===== config.mk =====
export PLATFORM = sky130hd
export DESIGN_NAME = base64_stream_decoder
export DESIGN_NICKNAME = d
export VERILOG_FILES = /design/src/hdl/b64sd_pkg.sv /design/src/hdl/b64sd_front.sv /design/src/hdl/b64sd_queue.sv /design/src/hdl/b64sd_back.sv /design/src/hdl/base64_stream_decoder.sv
export VERILOG_INCLUDE_DIRS = /design/src /design/src/hdl
export SDC_FILE = /design/constraint.sdc
export NUM_CORES = 1
export LEC_CHECK = 0
export ABC_CLOCK_PERIOD_IN_PS = 3100
export BUFFER_PORTS_ARGS = -buffer_cell sky130_fd_sc_hd__buf_2
export CAP_MARGIN = 10
export CORE_ASPECT_RATIO = 0.7
export CORE_MARGIN = 10
export CORE_UTILIZATION = 49
export CTS_CLUSTER_SIZE = 28
export DETAILED_ROUTE_END_ITERATION = 10
export PLACE_DENSITY = 0.73
export SLEW_MARGIN = 20
export SYNTH_ARGS = -nofsm -noshare
export SYNTH_HDL_FRONTEND = slang
export SYNTH_HIERARCHICAL = 1
export SYNTH_SLANG_ARGS = --single-unit

===== constraint.sdc =====
create_clock -name clk -period 3.1 [get_ports clk]
set_input_delay 0.93 -clock clk [delete_from_list [all_inputs] [get_ports clk]]
set_output_delay 0.93 -clock clk [all_outputs]
set_load 0.005 [all_outputs]

===== src/hdl/base64_stream_decoder_assert.svh =====
`ifndef BASE64_STREAM_DECODER_ASSERT_SVH
`define BASE64_STREAM_DECODER_ASSERT_SVH

// Concurrent assertion macros shared by the decoder modules.
`ifndef SYNTHESIS
`define B64SD_ASSERT(lbl, clk, rst_n, prop) \
  lbl: assert property (@(posedge clk) disable iff (!rst_n) (prop)) \
    else $error("base64 decoder assertion failed");
`define B64SD_ASSERT_NEXT(lbl, clk, rst_n, ante, cons) \
  lbl: assert property (@(posedge clk) disable iff (!rst_n) (ante) |=> (cons)) \
    else $error("base64 decoder assertion failed");
`else
`define B64SD_ASSERT(lbl, clk, rst_n, prop)
`define B64SD_ASSERT_NEXT(lbl, clk, rst_n, ante, cons)
`endif

`endif


===== src/hdl/b64sd_pkg.sv =====
package b64sd_pkg;

  localparam int unsigned QDEPTH = 2;
  localparam int unsigned QPTR_W = (QDEPTH > 1) ? $clog2(QDEPTH) : 1;
  localparam int unsigned QCNT_W = $clog2(QDEPTH + 1);

  localparam logic [7:0] CH_PAD = 8'h3D;
  localparam logic [7:0] CH_LF = 8'h0A;
  localparam logic [7:0] CH_CR = 8'h0D;
  localparam logic [7:0] CH_SP = 8'h20;
  localparam logic [7:0] CH_TAB = 8'h09;
  localparam logic [7:0] CH_PLUS = 8'h2B;
  localparam logic [7:0] CH_SLASH = 8'h2F;

  localparam logic [5:0] SYM_PLUS = 6'd62;
  localparam logic [5:0] SYM_SLASH = 6'd63;
  localparam logic [7:0] LOWER_BASE = 8'd71;
  localparam logic [7:0] DIGIT_BASE = 8'd4;

  typedef enum logic [1:0] {
    CLS_SYM = 2'd0,
    CLS_PAD = 2'd1,
    CLS_SPACE = 2'd2,
    CLS_BAD = 2'd3
  } cls_t;

  typedef struct packed {
    cls_t cls;
    logic [5:0] sym;
    logic last;
  } item_t;

endpackage


===== src/hdl/b64sd_front.sv =====
module b64sd_front import b64sd_pkg::*; (
  input  logic clk,
  input  logic rst_n,
  input  logic in_valid,
  output logic in_stall,
  input  logic [7:0] in_char_in,
  input  logic in_last_char,
  output logic fr_valid,
  output item_t fr_item,
  input  logic q_full
);

  logic fr_valid_r;
  logic fr_valid_nxt;
  item_t fr_item_r;
  item_t cls_item;
  logic push;
  logic accept;

  always_comb begin
    cls_item.last = in_last_char;
    cls_item.sym = '0;
    cls_item.cls = CLS_BAD;
    if (in_char_in >= "A" && in_char_in <= "Z") begin
      cls_item.cls = CLS_SYM;
      cls_item.sym = 6'(in_char_in - 8'("A"));
    end else if (in_char_in >= "a" && in_char_in <= "z") begin
      cls_item.cls = CLS_SYM;
      cls_item.sym = 6'(in_char_in - LOWER_BASE);
    end else if (in_char_in >= "0" && in_char_in <= "9") begin
      cls_item.cls = CLS_SYM;
      cls_item.sym = 6'(in_char_in + DIGIT_BASE);
    end else if (in_char_in == CH_PLUS) begin
      cls_item.cls = CLS_SYM;
      cls_item.sym = SYM_PLUS;
    end else if (in_char_in == CH_SLASH) begin
      cls_item.cls = CLS_SYM;
      cls_item.sym = SYM_SLASH;
    end else if (in_char_in == CH_PAD) begin
      cls_item.cls = CLS_PAD;
    end else if (in_char_in == CH_LF || in_char_in == CH_CR ||
                 in_char_in == CH_SP || in_char_in == CH_TAB) begin
      cls_item.cls = CLS_SPACE;
    end
  end

  assign push = fr_valid_r && !q_full;
  assign in_stall = fr_valid_r && q_full;
  assign accept = in_valid && !in_stall;

  always_comb begin
    fr_valid_nxt = fr_valid_r;
    if (accept) begin
      fr_valid_nxt = 1'b1;
    end else if (push) begin
      fr_valid_nxt = 1'b0;
    end
  end

  always_ff @(posedge clk) begin
    if (!rst_n) begin
      fr_valid_r <= 1'b0;
    end else begin
      fr_valid_r <= fr_valid_nxt;
    end
  end

  always_ff @(posedge clk) begin
    if (accept) begin
      fr_item_r <= cls_item;
    end
  end

  assign fr_valid = fr_valid_r;
  assign fr_item = fr_item_r;

endmodule


===== src/hdl/b64sd_queue.sv =====
`include "base64_stream_decoder_assert.svh"

module b64sd_queue import b64sd_pkg::*; (
  input  logic clk,
  input  logic rst_n,
  input  logic push,
  input  item_t push_item,
  output logic full,
  output logic q_valid,
  output item_t q_item,
  input  logic pop
);

  item_t slot_r [QDEPTH];
  logic [QPTR_W-1:0] wr_ptr_r;
  logic [QPTR_W-1:0] rd_ptr_r;
  logic [QCNT_W-1:0] cnt_r;
  logic do_push;
  logic do_pop;

  assign full = (cnt_r == QCNT_W'(QDEPTH));
  assign q_valid = (cnt_r != '0);
  assign q_item = slot_r[rd_ptr_r];
  assign do_push = push && !full;
  assign do_pop = pop && q_valid;

  always_ff @(posedge clk) begin
    if (!rst_n) begin
      wr_ptr_r <= '0;
      rd_ptr_r <= '0;
      cnt_r <= '0;
    end else begin
      if (do_push) begin
        wr_ptr_r <= (wr_ptr_r == QPTR_W'(QDEPTH - 1)) ? '0 : wr_ptr_r + 1'b1;
      end
      if (do_pop) begin
        rd_ptr_r <= (rd_ptr_r == QPTR_W'(QDEPTH - 1)) ? '0 : rd_ptr_r + 1'b1;
      end
      if (do_push && !do_pop) begin
        cnt_r <= cnt_r + 1'b1;
      end else if (do_pop && !do_push) begin
        cnt_r <= cnt_r - 1'b1;
      end
    end
  end

  always_ff @(posedge clk) begin
    if (do_push) begin
      slot_r[wr_ptr_r] <= push_item;
    end
  end

  `B64SD_ASSERT(a_cnt_bound, clk, rst_n, cnt_r <= QCNT_W'(QDEPTH))
  `B64SD_ASSERT_NEXT(a_push_fills, clk, rst_n, do_push && !do_pop, cnt_r != '0)
  `B64SD_ASSERT_NEXT(a_pop_drains, clk, rst_n, do_pop && !do_push, cnt_r != QCNT_W'(QDEPTH))

endmodule


===== src/hdl/b64sd_back.sv =====
`include "base64_stream_decoder_assert.svh"

module b64sd_back import b64sd_pkg::*; (
  input  logic clk,
  input  logic rst_n,
  input  logic q_valid,
  input  item_t q_item,
  output logic pop,
  output logic out_valid,
  input  logic out_stall,
  output logic [7:0] out_data_byte,
  output logic out_has_byte,
  output logic out_status,
  output logic out_message_end
);

  logic [11:0] acc_r, acc_nxt;
  logic [3:0] cnt_r, cnt_nxt;
  logic pad_r, pad_nxt;
  logic err_r, err_nxt;
  logic out_valid_r, out_valid_nxt;
  logic [7:0] byte_r, byte_nxt;
  logic has_r, has_nxt;
  logic status_r;
  logic end_r;
  logic [11:0] acc_sh;
  logic [3:0] cnt_add;
  logic [3:0] cnt_left;

  assign pop = q_valid && (!out_valid_r || !out_stall);

  assign acc_sh = {acc_r[5:0], q_item.sym};
  assign cnt_add = cnt_r + 4'd6;
  assign cnt_left = cnt_add - 4'd8;

  always_comb begin
    acc_nxt = acc_r;
    cnt_nxt = cnt_r;
    pad_nxt = pad_r;
    err_nxt = err_r;
    byte_nxt = '0;
    has_nxt = 1'b0;
    if (!pad_r && !err_r) begin
      case (q_item.cls)
        CLS_PAD: pad_nxt = 1'b1;
        CLS_BAD: err_nxt = 1'b1;
        CLS_SYM: begin
          acc_nxt = acc_sh;
          if (cnt_add >= 4'd8) begin
            cnt_nxt = cnt_left;
            byte_nxt = 8'(acc_sh >> cnt_left);
            has_nxt = 1'b1;
          end else begin
            cnt_nxt = cnt_add;
          end
        end
        default: begin
        end
      endcase
    end
  end

  always_comb begin
    out_valid_nxt = out_valid_r;
    if (pop) begin
      out_valid_nxt = 1'b1;
    end else if (!out_stall) begin
      out_valid_nxt = 1'b0;
    end
  end

  always_ff @(posedge clk) begin
    if (!rst_n) begin
      acc_r <= '0;
      cnt_r <= '0;
      pad_r <= 1'b0;
      err_r <= 1'b0;
      out_valid_r <= 1'b0;
    end else begin
      out_valid_r <= out_valid_nxt;
      if (pop) begin
        if (q_item.last) begin
          acc_r <= '0;
          cnt_r <= '0;
          pad_r <= 1'b0;
          err_r <= 1'b0;
        end else begin
          acc_r <= acc_nxt;
          cnt_r <= cnt_nxt;
          pad_r <= pad_nxt;
          err_r <= err_nxt;
        end
      end
    end
  end

  always_ff @(posedge clk) begin
    if (pop) begin
      byte_r <= byte_nxt;
      has_r <= has_nxt;
      status_r <= err_nxt;
      end_r <= q_item.last;
    end
  end

  assign out_valid = out_valid_r;
  assign out_data_byte = byte_r;
  assign out_has_byte = has_r;
  assign out_status = status_r;
  assign out_message_end = end_r;

  `B64SD_ASSERT(a_cnt_even, clk, rst_n, !cnt_r[0] && cnt_r <= 4'd6)
  `B64SD_ASSERT(a_pad_err_excl, clk, rst_n, !(pad_r && err_r))
  `B64SD_ASSERT(a_byte_no_err, clk, rst_n, out_valid_r && has_r |-> !status_r)

endmodule


===== src/hdl/base64_stream_decoder.sv =====
// Path: a character passes through the classifier register, then the queue, then the decoder output register.
// Throughput: one character per cycle while the output is not stalled and the queue is not full.
// A two-entry queue between the classifier and the decoder lets each side stall on its own.
// Reset: synchronous and active low; it clears the decode state and all valid flags.
// No clearing pass is needed, so the block accepts input in the first cycle after reset.
module base64_stream_decoder import b64sd_pkg::*; (
  input  logic clk,
  input  logic rst_n,
  input  logic in_valid,
  output logic in_stall,
  input  logic [7:0] in_char_in,
  input  logic in_last_char,
  output logic out_valid,
  input  logic out_stall,
  output logic [7:0] out_data_byte,
  output logic out_has_byte,
  output logic out_status,
  output logic out_message_end
);

  logic fr_valid;
  item_t fr_item;
  logic q_full;
  logic q_valid;
  item_t q_item;
  logic pop;

  b64sd_front u_front (
    .clk(clk),
    .rst_n(rst_n),
    .in_valid(in_valid),
    .in_stall(in_stall),
    .in_char_in(in_char_in),
    .in_last_char(in_last_char),
    .fr_valid(fr_valid),
    .fr_item(fr_item),
    .q_full(q_full)
  );

  b64sd_queue u_queue (
    .clk(clk),
    .rst_n(rst_n),
    .push(fr_valid),
    .push_item(fr_item),
    .full(q_full),
    .q_valid(q_valid),
    .q_item(q_item),
    .pop(pop)
  );

  b64sd_back u_back (
    .clk(clk),
    .rst_n(rst_n),
    .q_valid(q_valid),
    .q_item(q_item),
    .pop(pop),
    .out_valid(out_valid),
    .out_stall(out_stall),
    .out_data_byte(out_data_byte),
    .out_has_byte(out_has_byte),
    .out_status(out_status),
    .out_message_end(out_message_end)
  );

endmodule


# Word level (Yosys, flattened, before mapping)
# Memory sizes are Yosys's and may differ from the RTL's. A register that Yosys moved wholly into a read port is not among the register bits.
# Index checks and enable logic that the tools add are counted.
dict set report totals {
  register_bits 38
  ramBits 18
  wordCells 115
  memories 1
}
# name depth word_bits rd rd_clocked_by_memory_dff write_ports line
set memory_table {}
lappend memory_table {u_queue.slot_r 2 9 1 1 1 b64sd_queue.sv:14} ;# item_t slot_r [QDEPTH];
dict set report op_classes {
  n_addsub 9
  order_cmp 7
  eq_ne 11
  shift 1
  n_mux 33
  reduce_logical 36
}
# cell n
set op_table {}
lappend op_table {{$mux W6} 8}
lappend op_table {{$eq A8 B6 Y1 const B} 4}
lappend op_table {{$eq A8 B4 Y1 const B} 3}
lappend op_table {{$mux W1} 19}
lappend op_table {{$ge A8 B7 Y1 const B} 2}
lappend op_table {{$le A8 B7 Y1 const B} 2}
lappend op_table {{$mux W4} 4}
lappend op_table {{$reduce_bool A2 Y1} 6}
lappend op_table {{$shr A12 B4 Y8} 1}
lappend op_table {{$logic_and A1 B1 Y1} 11}
lappend op_table {{$reduce_and A3 Y1} 3}
lappend op_table {{$ge A8 B6 Y1 const B} 1}
lappend op_table {{$le A8 B6 Y1 const B} 1}
lappend op_table {{$logic_not A1 Y1} 8}
lappend op_table {{$add A6 B3 Y6 const B} 1}
lappend op_table {{$reduce_or A6 Y1} 1}
lappend op_table {{$sub A6 B1 Y6 const B} 1}
lappend op_table {{$sub A6 B3 Y6 const B} 1}
lappend op_table {{$reduce_or A5 Y1} 1}
lappend op_table {{$add A4 B3 Y4 const B} 1}
lappend op_table {{$eq A2 B2 Y1 const B} 2}
lappend op_table {{$ge A4 B4 Y1 const B} 1}
lappend op_table {{$logic_or A1 B1 Y1} 4}
lappend op_table {{$mux W2} 2}
lappend op_table {{other kinds (8)} 9}

# Longest topological paths before layout
dict set report logic_depth {
  word_depth 7
  ltp_mapped 8
}

# By module
# The synthesis kept the hierarchy.
# module instances cells_each area_per_inst_um2 seq_area_each_um2
set modules_own_cells {}
lappend modules_own_cells {b64sd_back 1 105 1124.8 570.5}
lappend modules_own_cells {b64sd_queue 1 53 883.3 640.6}
lappend modules_own_cells {b64sd_front 1 101 880.8 290.3}

# Worst setup path before layout
# Ideal clock, no wire load.
dict set report synth_path {
  kind {input port to flip-flop}
  from {input port in_char_in[2]}
  to {register u_front.fr_item_r, in the netlist u_front/fr_item[3], data pin}
  setup_time_ns 0.254
  arrival_ns 2.369
  required_time_ns 2.846
  setup_slack_ns 0.478
  path_stages 8
  n_path_buf 1
  path_cell_list {buf_2 -> inv_1 -> ha_1 -> a21o_1 -> o311ai_1 -> and3_4 -> a221o_1 -> a21o_1}
}
# element line
set synth_lines {}
lappend synth_lines {{from (decl)} base64_stream_decoder.sv:11} ;# input logic [7:0] in_char_in,
lappend synth_lines {{to (signal assigned)} b64sd_front.sv:70} ;# fr_item_r <= cls_item;
lappend synth_lines {{to (decl)} b64sd_front.sv:15} ;# item_t fr_item_r;

==> results.md <==
* Outcome: finished clean
* Resize count post-CTS at 0
* # IOs at 26
* Share of post-route cells with drive strength above 1 at 21.2%
* Worst path required time at 3.17 ns
* # DRC at 0
* Worst min-delay path class: reg -> reg
* Worst slew margin at 41.9%
* CP top delay family: simple AND/OR/NAND/NOR gates
* Clock Latency Late Sink at 0.32 ns
* DP HPWL at ~4400 um
* Seq/Total Area, Yosys at 52.0%
* Cell Rows at 23
* Buf/Inv on CP at 2
* Hold Path End: u_queue/slot_r[0][8]
* Postcts setup bufs at 0
* Die Ht at 84.2 um
* Flop-to-flop setup slack at 0.73 ns
* Fin nets at 306
* Skew final at 0.00979 ns
* TritonRoute pass-1 iters at 4
* Cts hold-fix bufs at 0
* First-pass GRT wire length at 10500 um
* Synth Warn # at 6
* Critical-path cell list: buf_2 -> inv_1 -> ha_1 -> nor2b_1 -> o21ai_0 -> nand2_1 -> mux2i_1 -> or2_2
* Setup crit start kind: input pin
* Routed Antenna Nets at 0
* Synthesized Nets at 283
* Cell area power density at around 680 mW/mm2
* Peak supply drop at 0.257 mV
* Total Routed Length at 6090 um
* GRT Util Overall at a little over an eighth
* Post-Synthesis Cells at 259
* Design area at 0.00317 mm2
* Crit path max fanout at 12
* Number of port buffers at 25
* Clk buf depth at 2
* Syn Std Cell Area at about 0.0029 mm2
* Initial DRC Count at 239
* Max-slew violation count at 0
* CP max-delay cell: ha_1
* Post-synthesis cell type count at 50
* Peak Freq at 0.391 GHz
* Worst Hold Path Cells at 0
* CP Capture Type: flop
* Post-synth ARST share at 0%
* WL/cell at 17.0 um
* Slew @ Worst Pin at 0.869 ns
* Clk slew on worst S/H paths at roughly 0.1 ns
* Initial antenna violation count at 0
* Area of the core at 0.00573 mm2
* Reg2reg path depth at 4
* Total CTS buffers at 5
* FF-to-FF End: u_back/cnt_r[2]
* RSZ-0062 raised after global routing: no
* Via count at roughly 2100
* Antenna Cells at 0
* Vias in the first global route at 2117
* MaxCap Viol Count at 0
* Die ar. at 0.00942 mm2
* Initial Util at between 50 and 60%
* Area grow syn2layout at 9.57%
* Critical path arrival at 2.63 ns
* Critical path's largest stage delay at 0.30 ns
* Final hold vios at 0
* Synthesized area per cell at 11.2 um2
* Worst Setup SP: in_char_in[2]
* Final global-route overflow total at 0
* Largest net degree at the start of global routing at 21
* Gp weighted congestion at 0.938
* Number of flops mapped to enable cells by yosys at 38
* Period utilization at 82.5%
* Static Leak at 1.20 nW
* Ys flop type: edfxtp_1
* # H-tree levels at 2
* Min Clock Period, post-route at about 2.6 ns
* Post-DP Area at 0.00307 mm2
* Die W at 112 um
* WS Path Type: in -> reg
* Setup_tns at 0 ns
* Hold_sp: u_front/fr_item[8]
* CTS sink cnt at 56
* Synthesized flop and latch total at 56
* Root Driver: clkbuf_8
* Setup Viol. Count Final at 0
* Vias per cell at 5.83
* CTS tree: yes
stage by stage:
step | setup slack (ns) | instances | power [mW] | utilization [%] | hold WS [ns]
detailed placement | 0.252 | 350 | 1.75 | 53.7 | 0.431
floorplan | 0.478 | 259 | 1.52 | - | 0.421
CTS | 0.589 | 358 | 2.16 | 55.3 | 0.455
global placement | 0.307 | 350 | 1.73 | 53.7 | 0.428
finish | 0.543 | 358 | 2.15 | 55.3 | 0.453
global route | 0.390 | 358 | 2.29 | 55.3 | 0.461
cell usage after synthesis, types with 2 or more instances:
cell      instances  share of area [%]
ha_1             11                4.8
edfxtp_1         38                 39
a21oi_1           4               0.69
inv_1            12                1.6
clkinv_1          2               0.26
mux4_2            6                4.7
and3_1            8                1.7
xnor2_1           3               0.91
nand4_1           8                1.7
and2_1            6                1.3
dfxtp_1          18                 12
nor2b_1           7                1.5
mux2i_1           3                1.0
or2_2             3               0.65
a311oi_1          2               0.61
nor4_1            3               0.65
xor2_1            2               0.61
o21a_1            2               0.52
o21ai_0          12                2.1
nor3_1            4               0.69
buf_2             6                1.0
clkbuf_1          3               0.39
or4_1             2               0.52
a31oi_1          12                2.6
buf_1             2               0.26
nand2_1          20                2.6
nand3_1          14                2.4
a22oi_1           2               0.52
nand2b_1          2               0.43
mux2_2           11                4.3
nor2_1           11                1.4
a21o_1            2               0.52
area by class of cell:
type | instances | area (um2)
inverter | 15 | 56.3
clock inverter | 3 | 22.5
timing repair buffer | 28 | 148
multi-input combinational | 176 | 1270
sequential | 56 | 1500
clock buffer | 5 | 68.8
fill | 481 | 2560
tap | 75 | 93.8
state kept, by name, summed over array words and instances, names as in the netlist, 2 cells and up, named ones only:
signal and flops:
u_queue/slot_r 18, u_front/fr_item 9, u_back/out_data_byte 8, u_back/acc_r 6, u_back/cnt_r 3, u_queue/cnt_r 2
per-layer routing:
layer  part of all wire [%]  vias to the layer above  GRT usage [%]
met2                     44                       76           19.0
li1                       -                     1016              -
met3                    9.4                       13           5.40
met5                      0                        -              0
met1                     46                      982           17.8
met4                    1.5                        0           4.77
worst register-to-register path: cells and delay by family (launching register included):
family           cells  cell delay (ns)
flip-flops           1             0.59
multiplexers         1             0.42
AND/OR/NAND/NOR      2             1.13
AO/OA/AOI/OAI        1             0.16
layout by cell type (no fill, tap or decap), types with 3 or more instances in the layout:
| cell | count |
|---|---|
| dfxtp_1 | 18 |
| mux2_2 | 11 |
| nand2_1 | 20 |
| edfxtp_1 | 38 |
| nor3_1 | 4 |
| xnor2_1 | 3 |
| nor2_1 | 11 |
| and2_1 | 6 |
| a31oi_1 | 12 |
| buf_4 | 3 |
| inv_1 | 12 |
| nor4_1 | 3 |
| ha_1 | 11 |
| nand4_1 | 8 |
| buf_2 | 25 |
| o21ai_0 | 12 |
| a21oi_1 | 4 |
| clkbuf_8 | 5 |
| mux4_2 | 6 |
| and3_1 | 8 |
| mux2i_1 | 3 |
| nor2b_1 | 7 |
| nand3_1 | 14 |
| or2_2 | 3 |
cells by family (layout without fill, tap and decap cells):
kind of cell               count (synthesis)  count (layout)  synth area share (%)
AOI/OAI and AO/OA                         49              49                  11.2
xor gates and xnor gates                   5               5                  1.52
and+or+nand+nor                           91              91                  16.6
DFF                                       56              56                  52.0
muxes                                     20              20                  10.0
buffers and inverters                     27              51                  3.90
adders and majority gates                 11              11                  4.76
report_power, final:
part | internal, mW | switching [mW] | total [mW] | leakage [nW]
clock | 0.162 | 0.246 | 0.409 | 0.0485
sequential | 0.974 | 0.0760 | 1.05 | 0.507
combinational | 0.278 | 0.410 | 0.688 | 0.643
how the worst max path moves through the flow:
stage / end / depth (start not counted)
floorplan: u_front/fr_item[3] / 8
global placement: u_front/fr_item[6] / 8
detailed placement: u_front/fr_item[6] / 8
CTS: u_front/fr_item[6] / 8
global route: u_front/fr_item[6] / 8
finish: u_front/fr_item[6] / 8
Note: power is estimated with default switching activity, not from simulation.
